[src/sv/assert_macros.svh]
// Assertion macros shared by the timestamp sync RTL.
// No dependencies; included by the files that check their own logic.
`ifndef ASSERT_MACROS_SVH
`define ASSERT_MACROS_SVH

// Check that cond implies expr in the same cycle
`define TSS_ASSERT_IMPLY(name, clk, rst_n, cond, expr) \
    name: assert property (@(posedge clk) disable iff (!rst_n) (cond) |-> (expr)) \
        else $error("implication check failed");

// Check that cond implies expr in the following cycle
`define TSS_ASSERT_NEXT(name, clk, rst_n, cond, expr) \
    name: assert property (@(posedge clk) disable iff (!rst_n) (cond) |=> (expr)) \
        else $error("next-cycle check failed");

// Check that expr holds at every edge out of reset
`define TSS_ASSERT_ALWAYS(name, clk, rst_n, expr) \
    name: assert property (@(posedge clk) disable iff (!rst_n) (expr)) \
        else $error("invariant check failed");

`endif

[src/sv/tss_pkg.sv]
// Shared types and constants for the sensor timestamp sync block.
// No dependencies; every other file except assert_macros.svh imports it.
package tss_pkg;

    localparam int TIME_W    = 52;   // sensor and local time
    localparam int OFF_W     = 53;   // signed offset, also window average
    localparam int OUT_W     = 53;   // signed result time
    localparam int T_W       = 55;   // signed working width of corrected time
    localparam int CFG_W     = 20;
    localparam int CFG_IDX_W = 2;
    localparam int KIND_W    = 3;

    localparam logic [CFG_IDX_W-1:0] CFG_ROLLBACK = 2'd0;
    localparam logic [CFG_IDX_W-1:0] CFG_NUDGE    = 2'd1;

    localparam logic [CFG_W-1:0] ROLLBACK_RESET = 20'd1000;
    localparam logic [CFG_W-1:0] NUDGE_RESET    = 20'd100;

    typedef enum logic [KIND_W-1:0] {
        KIND_IMU    = 3'd0,
        KIND_GNSS   = 3'd1,
        KIND_ASSIGN = 3'd2,
        KIND_QUERY  = 3'd3,
        KIND_CLEAR  = 3'd4
    } kind_t;

    typedef enum logic [1:0] {
        SYNC_NONE = 2'd0,
        SYNC_ING  = 2'd1,
        SYNC_DONE = 2'd2
    } sync_t;

    typedef enum logic [1:0] {
        ADJ_NONE  = 2'd0,
        ADJ_CLAMP = 2'd1,
        ADJ_NUDGE = 2'd2
    } adj_t;

    typedef enum logic [2:0] {
        S_IDLE,
        S_READ,
        S_WRITE,
        S_DIV,
        S_CALC,
        S_CMP,
        S_EMIT
    } ctl_state_t;

    // Commands from the controller to one offset window
    typedef struct packed {
        logic rd;
        logic push;
        logic clear;
    } win_ctl_t;

endpackage

[src/sv/tss_sample_if.sv]
// Request channel of the timestamp sync block: kind, sensor and local time.
// Depends on tss_pkg for field widths.
interface tss_sample_if import tss_pkg::*; ();
    logic                valid;
    logic                ready;
    logic [KIND_W-1:0]   kind;
    logic [TIME_W-1:0]   sensor_time;
    logic [TIME_W-1:0]   recv_time;

    modport source (output valid, kind, sensor_time, recv_time, input ready);
    modport sink   (input valid, kind, sensor_time, recv_time, output ready);
endinterface

[src/sv/tss_result_if.sv]
// Result channel of the timestamp sync block: time, sync state, adjustment.
// Depends on tss_pkg for field widths.
interface tss_result_if import tss_pkg::*; ();
    logic                    valid;
    logic                    ready;
    logic signed [OUT_W-1:0] time_out;
    logic [1:0]              sync_state;
    logic [1:0]              adjusted;

    modport source (output valid, time_out, sync_state, adjusted, input ready);
    modport sink   (input valid, time_out, sync_state, adjusted, output ready);
endinterface

[src/sv/tss_cfg_if.sv]
// Register write channel of the timestamp sync block.
// Depends on tss_pkg for index and data widths.
interface tss_cfg_if import tss_pkg::*; ();
    logic                 valid;
    logic                 ready;
    logic [CFG_IDX_W-1:0] index;
    logic [CFG_W-1:0]     data;

    modport source (output valid, index, data, input ready);
    modport sink   (input valid, index, data, output ready);
endinterface

[src/sv/tss_window.sv]
// Ring window of clock offsets with running sum, write position and fill count.
// Depends on tss_pkg (win_ctl_t, OFF_W) and assert_macros.svh.
`include "assert_macros.svh"

module tss_window import tss_pkg::*; #(
    parameter int DEPTH  = 16,
    parameter int SUM_W  = 57,
    parameter int FILL_W = 5,
    parameter int POS_W  = 4
) (
    input  logic                    clk,
    input  logic                    rst_n,
    input  win_ctl_t                ctl,
    input  logic signed [OFF_W-1:0] offset,
    output logic signed [SUM_W-1:0] sum,
    output logic [FILL_W-1:0]       fill
);

    logic signed [OFF_W-1:0] mem [DEPTH];
    logic signed [OFF_W-1:0] rd_data_reg;

    logic signed [SUM_W-1:0] sum_reg, sum_next;
    logic [FILL_W-1:0]       fill_reg, fill_next;
    logic [POS_W-1:0]        pos_reg, pos_next;
    logic                    full;

    // Write the new offset and fetch the entry it will replace
    always_ff @(posedge clk)
    begin
        if (ctl.push)
        begin
            mem[pos_reg] <= offset;
        end
        if (ctl.rd)
        begin
            rd_data_reg <= mem[pos_reg];
        end
    end

    assign full = (fill_reg == FILL_W'(DEPTH));

    // Advance sum, fill and position on a push; drop everything on clear
    always_comb
    begin
        sum_next  = sum_reg;
        fill_next = fill_reg;
        pos_next  = pos_reg;
        priority if (ctl.clear)
        begin
            sum_next  = '0;
            fill_next = '0;
            pos_next  = '0;
        end
        else if (ctl.push)
        begin
            sum_next  = sum_reg - (full ? SUM_W'(rd_data_reg) : SUM_W'(0))
                        + SUM_W'(offset);
            fill_next = full ? fill_reg : fill_reg + 1'b1;
            pos_next  = (pos_reg == POS_W'(DEPTH - 1)) ? '0 : pos_reg + 1'b1;
        end
    end

    always_ff @(posedge clk or negedge rst_n)
    begin
        if (!rst_n)
        begin
            sum_reg  <= '0;
            fill_reg <= '0;
            pos_reg  <= '0;
        end
        else
        begin
            sum_reg  <= sum_next;
            fill_reg <= fill_next;
            pos_reg  <= pos_next;
        end
    end

    assign sum  = sum_reg;
    assign fill = fill_reg;

    `TSS_ASSERT_ALWAYS(a_fill_bound, clk, rst_n, fill_reg <= FILL_W'(DEPTH))
    `TSS_ASSERT_NEXT(a_fill_grows, clk, rst_n, ctl.push && !ctl.clear && !full, fill_reg == $past(fill_reg) + 1'b1)
    `TSS_ASSERT_NEXT(a_clear_empties, clk, rst_n, ctl.clear, sum_reg == '0 && fill_reg == '0 && pos_reg == '0)

endmodule

[src/sv/tss_divider.sv]
// Bit-serial restoring divider: signed window sum over fill count, toward zero.
// Depends on tss_pkg only through the shared import convention.
module tss_divider import tss_pkg::*; #(
    parameter int SUM_W  = 57,
    parameter int FILL_W = 5
) (
    input  logic                    clk,
    input  logic                    rst_n,
    input  logic                    start,
    input  logic signed [SUM_W-1:0] dividend,
    input  logic [FILL_W-1:0]       divisor,
    output logic                    done,
    output logic signed [SUM_W-1:0] quotient
);

    localparam int CNT_W = $clog2(SUM_W + 1);

    logic                    busy_reg, busy_next;
    logic                    done_reg, done_next;
    logic [CNT_W-1:0]        cnt_reg, cnt_next;
    logic [FILL_W-1:0]       rem_reg, rem_next;
    logic [SUM_W-1:0]        quo_reg, quo_next;
    logic [FILL_W-1:0]       div_reg, div_next;
    logic                    neg_reg, neg_next;
    logic                    zero_reg, zero_next;
    logic signed [SUM_W-1:0] res_reg, res_next;

    logic [FILL_W:0]         trial;
    logic                    fits;

    // Shift in one dividend bit and try the subtract
    assign trial = {rem_reg, quo_reg[SUM_W-1]};
    assign fits  = (trial >= {1'b0, div_reg});

    always_comb
    begin
        busy_next = busy_reg;
        done_next = done_reg;
        cnt_next  = cnt_reg;
        rem_next  = rem_reg;
        quo_next  = quo_reg;
        div_next  = div_reg;
        neg_next  = neg_reg;
        zero_next = zero_reg;
        res_next  = res_reg;
        priority if (start)
        begin
            busy_next = 1'b1;
            done_next = 1'b0;
            cnt_next  = CNT_W'(SUM_W);
            rem_next  = '0;
            quo_next  = dividend[SUM_W-1] ? 0 - dividend : dividend;
            div_next  = divisor;
            neg_next  = dividend[SUM_W-1];
            zero_next = (divisor == '0);
        end
        else if (busy_reg && cnt_reg != '0)
        begin
            cnt_next = cnt_reg - 1'b1;
            rem_next = fits ? FILL_W'(trial - {1'b0, div_reg}) : trial[FILL_W-1:0];
            quo_next = {quo_reg[SUM_W-2:0], fits};
        end
        else if (busy_reg)
        begin
            // Restore the sign; an empty window averages to zero
            busy_next = 1'b0;
            done_next = 1'b1;
            res_next  = zero_reg ? '0 : (neg_reg ? 0 - quo_reg : quo_reg);
        end
    end

    always_ff @(posedge clk or negedge rst_n)
    begin
        if (!rst_n)
        begin
            busy_reg <= 1'b0;
            done_reg <= 1'b0;
            cnt_reg  <= '0;
        end
        else
        begin
            busy_reg <= busy_next;
            done_reg <= done_next;
            cnt_reg  <= cnt_next;
        end
    end

    always_ff @(posedge clk)
    begin
        rem_reg  <= rem_next;
        quo_reg  <= quo_next;
        div_reg  <= div_next;
        neg_reg  <= neg_next;
        zero_reg <= zero_next;
        res_reg  <= res_next;
    end

    assign done     = done_reg;
    assign quotient = res_reg;

endmodule

[src/sv/sensor_timestamp_sync.sv]
// Channel   | dir | payload                              | handshake
// sample    | in  | kind, sensor_time, recv_time         | valid / ready
// result    | out | time_out, sync_state, adjusted       | valid / ready
// cfg       | in  | index, data (threshold, nudge)       | valid / ready (always ready)
//
// One request at a time. An update runs through accept, window read, window write and
// result load; clear and unknown kinds go from accept straight to result load. Assign
// and query run both window averages through bit-serial dividers of width SUM_W =
// 53 + log2(depth). Reset empties both windows and loads threshold 1000 and
// nudge 100. A stalled result sits in the output register; the next request is
// taken meanwhile and waits in its last step until the register frees.
// Depends on tss_pkg, the three channel interfaces, tss_window and tss_divider.
`include "assert_macros.svh"

module sensor_timestamp_sync import tss_pkg::*; #(
    parameter int WINDOW_DEPTH = 16
) (
    input  logic         clk,
    input  logic         rst_n,
    tss_sample_if.sink   sample,
    tss_result_if.source result,
    tss_cfg_if.sink      cfg
);

    localparam int SUM_W  = OFF_W + $clog2(WINDOW_DEPTH);
    localparam int FILL_W = $clog2(WINDOW_DEPTH + 1);
    localparam int POS_W  = (WINDOW_DEPTH > 1) ? $clog2(WINDOW_DEPTH) : 1;

    ctl_state_t state_reg, state_next;

    logic [KIND_W-1:0]       kind_reg, kind_next;
    logic [TIME_W-1:0]       sensor_reg, sensor_next;
    logic [TIME_W-1:0]       local_reg, local_next;
    logic signed [OFF_W-1:0] off_reg, off_next;
    logic                    gnss_ok_reg, gnss_ok_next;
    logic signed [T_W-1:0]   res_reg, res_next;
    adj_t                    adj_reg, adj_next;

    sync_t                   status_reg, status_next;
    logic [TIME_W-1:0]       last_imu_reg, last_imu_next;
    logic [TIME_W-1:0]       last_gnss_reg, last_gnss_next;
    logic [CFG_W-1:0]        thr_reg, nudge_reg;

    logic                    out_valid_reg, out_valid_next;
    logic signed [OUT_W-1:0] out_time_reg, out_time_next;
    logic [1:0]              out_sync_reg, out_sync_next;
    logic [1:0]              out_adj_reg, out_adj_next;

    logic                    accept;
    logic                    out_free;
    logic                    div_start;
    win_ctl_t                imu_ctl, gnss_ctl;

    logic signed [SUM_W-1:0] imu_sum, gnss_sum;
    logic [FILL_W-1:0]       imu_fill, gnss_fill;
    logic                    imu_done, gnss_done;
    logic signed [SUM_W-1:0] imu_quo, gnss_quo;
    logic signed [OFF_W-1:0] imu_avg, gnss_avg;

    logic signed [T_W-1:0]   gnss_term;
    logic signed [T_W-1:0]   ref_time, ref_low, ref_nudged;

    assign accept   = sample.valid && sample.ready;
    assign out_free = !out_valid_reg || result.ready;

    // Offset windows
    tss_window #(
        .DEPTH  (WINDOW_DEPTH),
        .SUM_W  (SUM_W),
        .FILL_W (FILL_W),
        .POS_W  (POS_W)
    ) u_imu_win (
        .clk    (clk),
        .rst_n  (rst_n),
        .ctl    (imu_ctl),
        .offset (off_reg),
        .sum    (imu_sum),
        .fill   (imu_fill)
    );

    tss_window #(
        .DEPTH  (WINDOW_DEPTH),
        .SUM_W  (SUM_W),
        .FILL_W (FILL_W),
        .POS_W  (POS_W)
    ) u_gnss_win (
        .clk    (clk),
        .rst_n  (rst_n),
        .ctl    (gnss_ctl),
        .offset (off_reg),
        .sum    (gnss_sum),
        .fill   (gnss_fill)
    );

    // Window averages, both computed in parallel
    tss_divider #(
        .SUM_W  (SUM_W),
        .FILL_W (FILL_W)
    ) u_imu_div (
        .clk      (clk),
        .rst_n    (rst_n),
        .start    (div_start),
        .dividend (imu_sum),
        .divisor  (imu_fill),
        .done     (imu_done),
        .quotient (imu_quo)
    );

    tss_divider #(
        .SUM_W  (SUM_W),
        .FILL_W (FILL_W)
    ) u_gnss_div (
        .clk      (clk),
        .rst_n    (rst_n),
        .start    (div_start),
        .dividend (gnss_sum),
        .divisor  (gnss_fill),
        .done     (gnss_done),
        .quotient (gnss_quo)
    );

    assign imu_avg  = imu_quo[OFF_W-1:0];
    assign gnss_avg = gnss_quo[OFF_W-1:0];

    // Sequencer: next state
    always_comb
    begin
        state_next = state_reg;
        unique case (state_reg)
            S_IDLE:
            begin
                if (accept)
                begin
                    if (sample.kind == KIND_IMU || sample.kind == KIND_GNSS)
                    begin
                        state_next = S_READ;
                    end
                    else if (sample.kind == KIND_ASSIGN || sample.kind == KIND_QUERY)
                    begin
                        state_next = S_DIV;
                    end
                    else
                    begin
                        state_next = S_EMIT;
                    end
                end
            end
            S_READ:  state_next = S_WRITE;
            S_WRITE: state_next = S_EMIT;
            S_DIV:
            begin
                if (imu_done && gnss_done)
                begin
                    state_next = S_CALC;
                end
            end
            S_CALC:  state_next = S_CMP;
            S_CMP:   state_next = S_EMIT;
            S_EMIT:
            begin
                if (out_free)
                begin
                    state_next = S_IDLE;
                end
            end
            default: state_next = S_IDLE;
        endcase
    end

    // Sequencer: outputs
    always_comb
    begin
        sample.ready   = (state_reg == S_IDLE);
        div_start      = accept &&
                         (sample.kind == KIND_ASSIGN || sample.kind == KIND_QUERY);
        imu_ctl.rd     = (state_reg == S_READ)  && (kind_reg == KIND_IMU);
        imu_ctl.push   = (state_reg == S_WRITE) && (kind_reg == KIND_IMU);
        imu_ctl.clear  = accept && (sample.kind == KIND_CLEAR);
        gnss_ctl.rd    = (state_reg == S_READ)  && (kind_reg == KIND_GNSS);
        gnss_ctl.push  = (state_reg == S_WRITE) && (kind_reg == KIND_GNSS);
        gnss_ctl.clear = accept && (sample.kind == KIND_CLEAR);
    end

    // Corrected-time terms
    assign gnss_term  = gnss_ok_reg ? T_W'(gnss_avg) : T_W'(0);
    assign ref_time   = gnss_ok_reg ? $signed(T_W'(last_gnss_reg))
                                    : $signed(T_W'(last_imu_reg));
    assign ref_low    = ref_time - $signed(T_W'(thr_reg));
    assign ref_nudged = ref_time + $signed(T_W'(nudge_reg));

    // Datapath and state updates
    always_comb
    begin
        kind_next      = kind_reg;
        sensor_next    = sensor_reg;
        local_next     = local_reg;
        off_next       = off_reg;
        gnss_ok_next   = gnss_ok_reg;
        res_next       = res_reg;
        adj_next       = adj_reg;
        status_next    = status_reg;
        last_imu_next  = last_imu_reg;
        last_gnss_next = last_gnss_reg;
        out_valid_next = out_valid_reg;
        out_time_next  = out_time_reg;
        out_sync_next  = out_sync_reg;
        out_adj_next   = out_adj_reg;

        if (out_valid_reg && result.ready)
        begin
            out_valid_next = 1'b0;
        end

        unique case (state_reg)
            S_IDLE:
            begin
                if (accept)
                begin
                    // Hold the request and its offset
                    kind_next    = sample.kind;
                    sensor_next  = sample.sensor_time;
                    local_next   = sample.recv_time;
                    off_next     = $signed({1'b0, sample.sensor_time})
                                   - $signed({1'b0, sample.recv_time});
                    gnss_ok_next = (status_reg == SYNC_DONE) && (gnss_fill != '0);
                    res_next     = '0;
                    adj_next     = ADJ_NONE;
                    if (sample.kind == KIND_CLEAR)
                    begin
                        status_next    = SYNC_NONE;
                        last_imu_next  = '0;
                        last_gnss_next = '0;
                    end
                end
            end
            S_READ:
            begin
            end
            S_WRITE:
            begin
                res_next = T_W'(off_reg);
                if (kind_reg == KIND_IMU)
                begin
                    last_imu_next = sensor_reg;
                    if (status_reg == SYNC_NONE)
                    begin
                        status_next = SYNC_ING;
                    end
                end
                else
                begin
                    last_gnss_next = sensor_reg;
                    status_next    = SYNC_DONE;
                end
            end
            S_DIV:
            begin
            end
            S_CALC:
            begin
                if (kind_reg == KIND_ASSIGN)
                begin
                    res_next = $signed(T_W'(sensor_reg)) - T_W'(imu_avg) + gnss_term;
                end
                else
                begin
                    res_next = $signed(T_W'(local_reg)) + gnss_term;
                end
            end
            S_CMP:
            begin
                // Clamp or nudge a stamp that falls behind the reference
                if (kind_reg == KIND_ASSIGN)
                begin
                    priority if (res_reg < ref_low)
                    begin
                        res_next = ref_nudged;
                        adj_next = ADJ_NUDGE;
                    end
                    else if (res_reg < ref_time)
                    begin
                        res_next = ref_time;
                        adj_next = ADJ_CLAMP;
                    end
                    else
                    begin
                        res_next = res_reg;
                    end
                end
            end
            S_EMIT:
            begin
                if (out_free)
                begin
                    // Saturate into the result width
                    out_valid_next = 1'b1;
                    if (res_reg[T_W-1:OUT_W-1] == '0 || res_reg[T_W-1:OUT_W-1] == '1)
                    begin
                        out_time_next = res_reg[OUT_W-1:0];
                    end
                    else if (res_reg[T_W-1])
                    begin
                        out_time_next = {1'b1, {(OUT_W-1){1'b0}}};
                    end
                    else
                    begin
                        out_time_next = {1'b0, {(OUT_W-1){1'b1}}};
                    end
                    out_sync_next = status_reg;
                    out_adj_next  = adj_reg;
                end
            end
            default:
            begin
            end
        endcase
    end

    // Control and architectural state
    always_ff @(posedge clk or negedge rst_n)
    begin
        if (!rst_n)
        begin
            state_reg     <= S_IDLE;
            status_reg    <= SYNC_NONE;
            last_imu_reg  <= '0;
            last_gnss_reg <= '0;
            out_valid_reg <= 1'b0;
            thr_reg       <= ROLLBACK_RESET;
            nudge_reg     <= NUDGE_RESET;
        end
        else
        begin
            state_reg     <= state_next;
            status_reg    <= status_next;
            last_imu_reg  <= last_imu_next;
            last_gnss_reg <= last_gnss_next;
            out_valid_reg <= out_valid_next;
            if (cfg.valid && cfg.ready)
            begin
                if (cfg.index == CFG_ROLLBACK)
                begin
                    thr_reg <= cfg.data;
                end
                else if (cfg.index == CFG_NUDGE)
                begin
                    nudge_reg <= cfg.data;
                end
            end
        end
    end

    // Payload registers
    always_ff @(posedge clk)
    begin
        kind_reg     <= kind_next;
        sensor_reg   <= sensor_next;
        local_reg    <= local_next;
        off_reg      <= off_next;
        gnss_ok_reg  <= gnss_ok_next;
        res_reg      <= res_next;
        adj_reg      <= adj_next;
        out_time_reg <= out_time_next;
        out_sync_reg <= out_sync_next;
        out_adj_reg  <= out_adj_next;
    end

    assign cfg.ready         = 1'b1;
    assign result.valid      = out_valid_reg;
    assign result.time_out   = out_time_reg;
    assign result.sync_state = out_sync_reg;
    assign result.adjusted   = out_adj_reg;

    `TSS_ASSERT_IMPLY(a_clear_unsynced, clk, rst_n, state_reg == S_EMIT && kind_reg == KIND_CLEAR, status_reg == SYNC_NONE)
    `TSS_ASSERT_IMPLY(a_gnss_synced, clk, rst_n, state_reg == S_EMIT && kind_reg == KIND_GNSS, status_reg == SYNC_DONE)
    `TSS_ASSERT_IMPLY(a_adj_assign_only, clk, rst_n, state_reg == S_EMIT && kind_reg != KIND_ASSIGN, adj_reg == ADJ_NONE)

endmodule

[src/flat_wrapper.sv]
// flat-port wrapper written by rule: the top's interface ports become plain ports
module sensor_timestamp_sync_flat import tss_pkg::*;
#(
    parameter int WINDOW_DEPTH = 16
)
  (clk, rst_n, sample_valid, sample_kind, sample_sensor_time, sample_recv_time, sample_ready, result_valid, result_time_out, result_sync_state, result_adjusted, result_ready, cfg_valid, cfg_index, cfg_data, cfg_ready);
  tss_sample_if sample_i ();
  tss_result_if result_i ();
  tss_cfg_if cfg_i ();
  input  logic clk;
  input  logic rst_n;
  input wire logic [$bits(sample_i.valid)-1:0] sample_valid;
  input wire logic [$bits(sample_i.kind)-1:0] sample_kind;
  input wire logic [$bits(sample_i.sensor_time)-1:0] sample_sensor_time;
  input wire logic [$bits(sample_i.recv_time)-1:0] sample_recv_time;
  output wire logic [$bits(sample_i.ready)-1:0] sample_ready;
  output wire logic [$bits(result_i.valid)-1:0] result_valid;
  output wire logic [$bits(result_i.time_out)-1:0] result_time_out;
  output wire logic [$bits(result_i.sync_state)-1:0] result_sync_state;
  output wire logic [$bits(result_i.adjusted)-1:0] result_adjusted;
  input wire logic [$bits(result_i.ready)-1:0] result_ready;
  input wire logic [$bits(cfg_i.valid)-1:0] cfg_valid;
  input wire logic [$bits(cfg_i.index)-1:0] cfg_index;
  input wire logic [$bits(cfg_i.data)-1:0] cfg_data;
  output wire logic [$bits(cfg_i.ready)-1:0] cfg_ready;
  assign sample_i.valid = sample_valid;
  assign sample_i.kind = sample_kind;
  assign sample_i.sensor_time = sample_sensor_time;
  assign sample_i.recv_time = sample_recv_time;
  assign sample_ready = sample_i.ready;
  assign result_valid = result_i.valid;
  assign result_time_out = result_i.time_out;
  assign result_sync_state = result_i.sync_state;
  assign result_adjusted = result_i.adjusted;
  assign result_i.ready = result_ready;
  assign cfg_i.valid = cfg_valid;
  assign cfg_i.index = cfg_index;
  assign cfg_i.data = cfg_data;
  assign cfg_ready = cfg_i.ready;
  sensor_timestamp_sync #(.WINDOW_DEPTH(WINDOW_DEPTH)) u_core (.clk(clk), .rst_n(rst_n), .sample(sample_i), .result(result_i), .cfg(cfg_i));
endmodule
[config.mk]
export PLATFORM = sky130hd
export DESIGN_NAME = sensor_timestamp_sync_flat
export DESIGN_NICKNAME = d
export VERILOG_FILES = /design/src/sv/tss_pkg.sv /design/src/sv/tss_sample_if.sv /design/src/sv/tss_result_if.sv /design/src/sv/tss_cfg_if.sv /design/src/sv/tss_window.sv /design/src/sv/tss_divider.sv /design/src/sv/sensor_timestamp_sync.sv /design/src/flat_wrapper.sv
export VERILOG_INCLUDE_DIRS = /design/src /design/src/sv
export SDC_FILE = /design/constraint.sdc
export NUM_CORES = 2
export LEC_CHECK = 0
export BUFFER_PORTS_ARGS = -buffer_cell sky130_fd_sc_hd__clkbuf_2
export CORE_AREA = 2 2 518 468
export DETAILED_ROUTE_END_ITERATION = 10
export DIE_AREA = 0 0 520 470
export GPL_ROUTABILITY_DRIVEN = 0
export PLACE_DENSITY = 0.81
export SLEW_MARGIN = 10
export SYNTH_ARGS = -nofsm -noshare
export SYNTH_HDL_FRONTEND = slang
export SYNTH_SLANG_ARGS = --single-unit
export TNS_END_PERCENT = 50
[constraint.sdc]
create_clock -name clk -period 10.1 [get_ports clk]
set_input_delay 0.505 -clock clk [delete_from_list [all_inputs] [get_ports clk]]
set_output_delay 0.505 -clock clk [all_outputs]
set_load 0.1 [all_outputs]
**Word-level counts from Yosys, hierarchy flattened**

Memory sizes are Yosys's and may differ from the RTL's. A register that Yosys moved wholly into a read port is not among the register bits.
Cells that the tools add are included.

- Reductions and logical operators: 54
- Mux-type cells: 81
- Equal/unequal tests: 32
- Bitwise logic cells: 4
- Order comparisons: 4
- Add/sub/neg operators: 22

Operators with widths:

| kind | count |
|---|---|
| 2-to-1 mux 57 bit | 12 |
| 2-to-1 mux 55 bit | 6 |
| 2-to-1 mux 52 bit | 5 |
| one-hot mux 55 bit (4 select lines) | 1 |
| 2-to-1 mux 53 bit | 4 |
| one-hot mux 52 bit (2 select lines) | 2 |
| adder 57 x 53 -> 57 bit | 2 |
| subtractor 1 x 57 -> 57 bit, first input constant | 2 |
| subtractor 57 bit | 2 |
| less-than comparator 55 bit | 2 |
| subtractor 1 x 53 -> 53 bit, first input constant | 2 |
| adder 53 x 55 -> 55 bit | 1 |
| adder 55 x 21 -> 55 bit | 1 |
| adder 55 bit | 1 |
| subtractor 55 x 21 -> 55 bit | 1 |
| subtractor 53 x 53 -> 54 bit | 1 |
| subtractor 52 x 52 -> 53 bit | 1 |
| 2-to-1 mux 5 bit | 8 |
| 2-to-1 mux 4 bit | 6 |
| 2-to-1 mux 6 bit | 4 |
| AND reduction 4 bit | 5 |
| one-hot mux 3 bit (6 select lines) | 1 |
| 2-to-1 mux 1 bit | 17 |
| 2-to-1 mux 2 bit | 8 |
| other kinds (32) | 102 |

- Output and inout bits: 60
- Memories: 2
- Input port bits: 134
- Memory bits (writable): 1,696
- Register bits: 817

Memories:

| name | depth | width | rd ports | clocked after memory_dff | wr ports | RTL line | RTL |
|---|---|---|---|---|---|---|---|
| u_core.u_gnss_win.mem | 16 | 53 | 1 | 1 | 1 | tss_window.sv:19 | `logic signed [OFF_W-1:0] mem [DEPTH];` |
| u_core.u_imu_win.mem | 16 | 53 | 1 | 1 | 1 | tss_window.sv:19 |  |

**Longest topological paths before layout**

- Depth after elaboration: 6
- Gate-level depth with buffers: 33
- Gate-level depth less buffers: 25

**By module**

From an unflattened synthesis, not the netlist that was laid out.

- Cell total of the unflattened synthesis: 10,095
- Area total of the unflattened synthesis: 133,834.6 um^2

By module, submodules not included:

| module | cells each | times used | area an instance (um^2) |
|---|---|---|---|
| tss_window at u_core.u_gnss_win | 2,295 | 1 | 41,887.7 |
| tss_window at u_core.u_imu_win | 2,307 | 1 | 41,661.2 |
| sensor_timestamp_sync | 3,779 | 1 | 33,552.2 |
| tss_divider at u_core.u_gnss_div | 865 | 1 | 8,498.2 |
| tss_divider at u_core.u_imu_div | 849 | 1 | 8,235.4 |

**Worst setup path after synthesis**

Ideal clock, no wire load.

- Path type: reg-to-reg
- From: register u_core.state_reg[1]
- To: register u_core.u_imu_div.res_reg[0], in the netlist u_core.u_imu_div.quotient[0], enable pin
- Path buffers: 2
- Required time: 9,594 ps
- Arrival time: 10,658 ps
- Slack: -1,064 ps
- Stages on the path, launching flop included: 9
- Cells stage by stage: dfrtp_1 nor3_1 and2_1 clkbuf_1 nand3b_1 clkbuf_1 inv_1 or2_2 nor2_1

- Word-level cells in the longest chain between the ends: 5

RTL lines:

| item | RTL line | RTL |
|---|---|---|
| start: declaration | sensor_timestamp_sync.sv:29 | `ctl_state_t state_reg, state_next;` |
| start signal: assignment | sensor_timestamp_sync.sv:334 | `state_reg <= state_next;` |
| logical NOT 3 bit | sensor_timestamp_sync.sv:173 | `sample.ready = (state_reg == S_IDLE);` |
| named net sample_ready | flat_wrapper.sv:16 | `output wire logic [$bits(sample_i.ready)-1:0] sample_ready;` |
| logical AND 1 bit | sensor_timestamp_sync.sv:63 | `assign accept = sample.valid && sample.ready;` |
| logical AND 1 bit | sensor_timestamp_sync.sv:174 | `div_start = accept &&` |
| inverter 1 bit (no source line) | -- |  |
| AND reduction 3 bit (no source line) | -- |  |
| end signal: assignment | tss_divider.sv:95 | `res_reg <= res_next;` |
| end: declaration | tss_divider.sv:26 | `logic signed [SUM_W-1:0] res_reg, res_next;` |

The timed path passes the listed nets, and every way through them passes these cells.
A chain may end at the register's enable or synchronous reset.

**Worst setup path in the final report**

- From: register u_core.gnss_ok_reg
- To: register u_core.res_reg[44], data pin

- Word-level cells in the longest chain between the ends: 6

RTL lines:

| item | RTL line | RTL |
|---|---|---|
| start: declaration | sensor_timestamp_sync.sv:35 | `logic gnss_ok_reg, gnss_ok_next;` |
| start signal: assignment | sensor_timestamp_sync.sv:360 | `gnss_ok_reg <= gnss_ok_next;` |
| 2-to-1 mux 52 bit | sensor_timestamp_sync.sv:186 | `assign ref_time = gnss_ok_reg ? $signed(T_W'(last_gnss_reg))` |
| subtractor 55 x 21 -> 55 bit | sensor_timestamp_sync.sv:188 | `assign ref_low = ref_time - $signed(T_W'(thr_reg));` |
| less-than comparator 55 bit | sensor_timestamp_sync.sv:275 | `priority if (res_reg < ref_low)` |
| 2-to-1 mux 55 bit | sensor_timestamp_sync.sv:275 |  |
| 2-to-1 mux 55 bit | sensor_timestamp_sync.sv:273 | `if (kind_reg == KIND_ASSIGN)` |
| one-hot mux 55 bit (4 select lines) (*) | sensor_timestamp_sync.sv:214 | `unique case (state_reg)` |
| named net u_core.res_next[44] | sensor_timestamp_sync.sv:36 | `logic signed [T_W-1:0] res_reg, res_next;` |
| end signal: assignment | sensor_timestamp_sync.sv:361 | `res_reg <= res_next;` |
| end: declaration | sensor_timestamp_sync.sv:36 |  |

Mark *: on every way through the listed nets, which the timed path passes. The rest lies on a longest branch. The select of a mux whose other input is x is not followed.

==> summary.md <==
| Metric | Value |
|---|---|
| Fin. Hold Viols | 0 |
| Hold crit path type | in -> reg |
| Pwr Density | approximately 300 nW/µm² |
| FF+latch count, synth | ~2600 |
| Setup violators final | 0 |
| Clk_lat worst skew | about 0.98 ns |
| Area growth, synth to finish | 11.9% |
| Reg-to-reg endpoint | u_core.res_reg[44]$_DFFE_PP_ |
| Synth cell types | 88 |
| Worst EP arrival | between 8 and 9 ns |
| Vias in the first global route | 85800 |
| Synthesized Nets | approximately 10000 |
| Crit-path cells | buf_4 -> mux2i_1 -> inv_1 -> ha_1 -> o21ai_0 -> o21ai_0 -> nand3_1 -> a21boi_0 -> o31ai_1 -> buf_4 -> nand2_1 -> nor2_1 -> xor2_1 -> ha_1 -> nand4_1 -> or4_1 -> o41ai_1 -> o211ai_1 -> and3b_1 -> nor4_1 -> nand2_1 -> xor2_1 -> a221o_1 |
| Ys async rst share | 0.114 |
| Core Area | approximately 240000 µm² |
| Crit Path Category | reg -> reg |
| DRC | approximately 150 |
| Final slew viol count | 0 |
| Io pins | about 190 |
| R2r setup slk | around 1.9 ns |
| Max Clock Skew | slightly below 0.1 ns |
| Failing checks | design-rule violations |
| Cells after synthesis | 9461 |
| Share of cells above drive strength 1 | 0.142 |
| Most common cell after layout, fill and taps aside | edfxtp_1 |
| Via count | approximately 88000 |
| Most frequent cells in the layout | edfxtp_1, nand2_1, o21ai_0 |
| Filler cells | roughly 17000 |
| CP max-delay cell | o41ai_1 |
| First-pass GRT wire length | around 570 mm |
| RSZ-0062 raised after global routing | false |
| Remaining antenna violation count | 0 |
| VDD IR max | a little over 0.3 mV |
| Count of input and output buffers | 192 |
| Clk slew on worst S/H paths | about 0.070 ns |
| Die Area | roughly 240000 µm² |
| Post-Route WL | ~390 mm |
| Hpwl dp | roughly 240 mm |
| Root Buffer | clkbuf_16 |
| Outcome | finished with violations |
| Hold Crit Start | cfg_index[1] |
| Die Y | between 400 and 500 µm |
| Fin worst setup slack | roughly 1.9 ns |
| Lkg Pwr | about 0.052 µW |
| Avg Vias per Cell | 6.67 |
| Measured slew at the worst slew-check pin | 1.29 ns |
| F_max | between 0.1 and 0.15 GHz |
| Initial antenna violation count | 24 |
| CP Data Required Time | between 10 and 15 ns |
| Total negative slack | 0 ns |
| Synth warnings | 0 |
| Number of max-cap violations | 0 |
| Sequential share of the synthesized area | 0.600 |
| Worst setup EP type | flip-flop |
| Worst slew margin | 0.131 |
| Most used DFF post-synth | edfxtp_1 |
| Fin crit share | 0.816 |
| Routed length per instance | just under 30 µm |
| Critical path's largest stage delay | a little over 0.8 ns |
| Initial Util | 0.536 |
| Worst Hold Endpoint | u_core.thr_reg[6]$_DFFE_PN1P_ |
| Post-layout min period | between 8 and 9 ns |
| Max FO, Critical Path | between 50 and 60 |
| FP Rows | roughly 170 |
| Clk sinks | approximately 2600 |
| EDFF count, synth | between 2000 and 2500 |
| Syn avg cell area | ~14 µm² |
| Number of gates resized after CTS | 0 |
| CTS tree | built |
| Die width | ~520 µm |
| Iteration-0 DRC Markers | about 14000 |
| H-Tree Depth | 5 |
| Nets | about 11000 |
| Reg2reg start | u_core.gnss_ok_reg$_DFFE_PP_ |
| Pre-antenna DRT Iters | 11 |
| Post-CTS setup buffer count | 0 |
| CTS buffer count | approximately 280 |
| R2R depth | 23 |
| Post-Syn Area | ~130000 µm² |
| DP Worst Slack | between 2 and 2.5 ns |
| Startpoint types | flip-flop |
| Hold path depth | 5 |
| Top flop regs | u_core.u_gnss_win.mem (848), u_core.u_imu_win.mem (848) |
| Gr ovfl total | 0 |
| Largest net degree at the start of global routing | 175 |
| GRT Util Overall | 0.313 |
| Clk buf depth | 4 |
==> layer usage <==
metal	vias up	GRT usage	part of all wire
li1	36200	-	-
met1	43200	0.406	0.35
met2	7372	0.498	0.46
met3	1415	0.0784	0.13
met4	16	0.146	0.055
met5	-	0	0.00039
==> worst max-delay path: cells and delay by family, from the launching register on <==
| kind | cells | cell delay (ns) |
|---|---|---|
| AO/OA/AOI/OAI | 7 | 2.47 |
| flip-flops | 1 | 0.68 |
| multiplexers | 1 | 0.33 |
| AND/OR/NAND/NOR | 8 | 2.42 |
| XOR/XNOR | 2 | 0.34 |
| buffers and inverters | 3 | 1.08 |
| adder cells (fa/ha/maj) | 2 | 0.66 |
==> stage by stage <==
stage / area, µm² / cells / total power, µW / utilization / hold slack (ns)
floorplan: 129000 / 9461 / 27400 / - / 0.209
global placement: 133000 / 12600 / 31200 / 0.556 / 0.458
detailed placement: 133000 / 12600 / 31900 / 0.556 / 0.467
CTS: 144000 / 13200 / 42400 / 0.598 / 0.0794
global route: 144000 / 13200 / 44900 / 0.599 / 0.178
finish: 144000 / 13200 / 43100 / 0.599 / 0.145
==> synthesized netlist by cell type, types with 11 or more instances <==
master	n	area share
mux2i_1	43	0.0033
a211oi_1	48	0.0028
mux2_2	40	0.0035
nor3_1	103	0.0040
edfxtp_1	2311	0.54
dfrtp_1	289	0.056
nor3b_1	15	0.00088
a21boi_0	21	0.0012
o31ai_1	89	0.0052
nand2_1	859	0.025
o21ai_0	730	0.028
nor4_1	36	0.0018
xor2_1	240	0.016
or3_1	55	0.0027
a221o_1	14	0.0011
o211ai_1	26	0.0015
and3_1	51	0.0025
xnor2_1	328	0.022
or4_1	23	0.0013
and2_1	212	0.010
o41ai_1	34	0.0023
mux4_2	530	0.093
a22oi_1	27	0.0016
clkbuf_1	370	0.011
nand3_1	154	0.0060
fa_1	119	0.019
nand2b_1	44	0.0021
nor2_1	388	0.011
o21bai_1	51	0.0030
buf_1	37	0.0011
nand4_1	96	0.0047
o31a_1	11	0.00075
o21a_1	41	0.0024
a31oi_1	51	0.0025
a211o_1	11	0.00075
a221oi_1	14	0.00095
ha_1	447	0.044
a21oi_1	372	0.014
and4_1	12	0.00082
o221ai_1	25	0.0017
inv_1	669	0.020
nor2b_1	51	0.0025
a21o_1	181	0.011
or2_2	19	0.00092
==> power by group <==
group	internal, µW	total [µW]	leakage (µW)	switching [µW]
logic	6770	17900	0.0229	11100
registers	13600	14800	0.0250	1220
clock network	5940	10300	0.00433	4400
==> timing repair <==
item,4_1_cts,5_1_grt
endpoints found under the hold margin,225,0
hold buffers,129,0
endpoints found under the setup margin,0,0
==> area by class of cell <==
type | instances | area [µm²] | share of cell area
Clock buffer | 344 | 7530 | 0.0524
Timing Repair Buffer | 483 | 3640 | 0.0253
Multi-Input combinational cell | 5758 | 47600 | 0.331
Antenna cell | 8 | 20.0 | 0.000139
Inverter | 671 | 2520 | 0.0175
Tap cell | 3200 | 4000 | 0.0278
Sequential cell | 2619 | 77100 | 0.536
Clock inverter | 138 | 1360 | 0.00943
==> worst max-delay path by stage <==
stage | start | endpoint | slack (ns) | cells after the start
3_3_place_gp | u_core.gnss_ok_reg$_DFFE_PP_ | u_core.res_reg[44]$_DFFE_PP_ | 2.27 | 24
6_report | u_core.gnss_ok_reg$_DFFE_PP_ | u_core.res_reg[44]$_DFFE_PP_ | 1.86 | 23
4_1_cts | u_core.gnss_ok_reg$_DFFE_PP_ | u_core.res_reg[44]$_DFFE_PP_ | 2.10 | 23
5_1_grt | u_core.gnss_ok_reg$_DFFE_PP_ | u_core.res_reg[44]$_DFFE_PP_ | 1.59 | 23
3_5_place_dp | u_core.gnss_ok_reg$_DFFE_PP_ | u_core.res_reg[44]$_DFFE_PP_ | 2.11 | 23
2_1_floorplan | u_core.state_reg[1]$_DFFE_PN0P_ | u_core.u_gnss_div.quotient[0]$_SDFFCE_PP0P_ | 1.62 | 7
==> cell families after synthesis <==
kind of cell | Yosys count | share of synthesized area
fa+ha+maj | 566 | 0.0621
mux | 613 | 0.0997
buf+inv | 1084 | 0.0317
simple gates | 2156 | 0.0794
flops | 2619 | 0.600
other cells | 1 | 0.0000292
xor+xnor | 568 | 0.0387
compound gates | 1854 | 0.0887
Note: power is estimated with default switching activity, not from simulation.
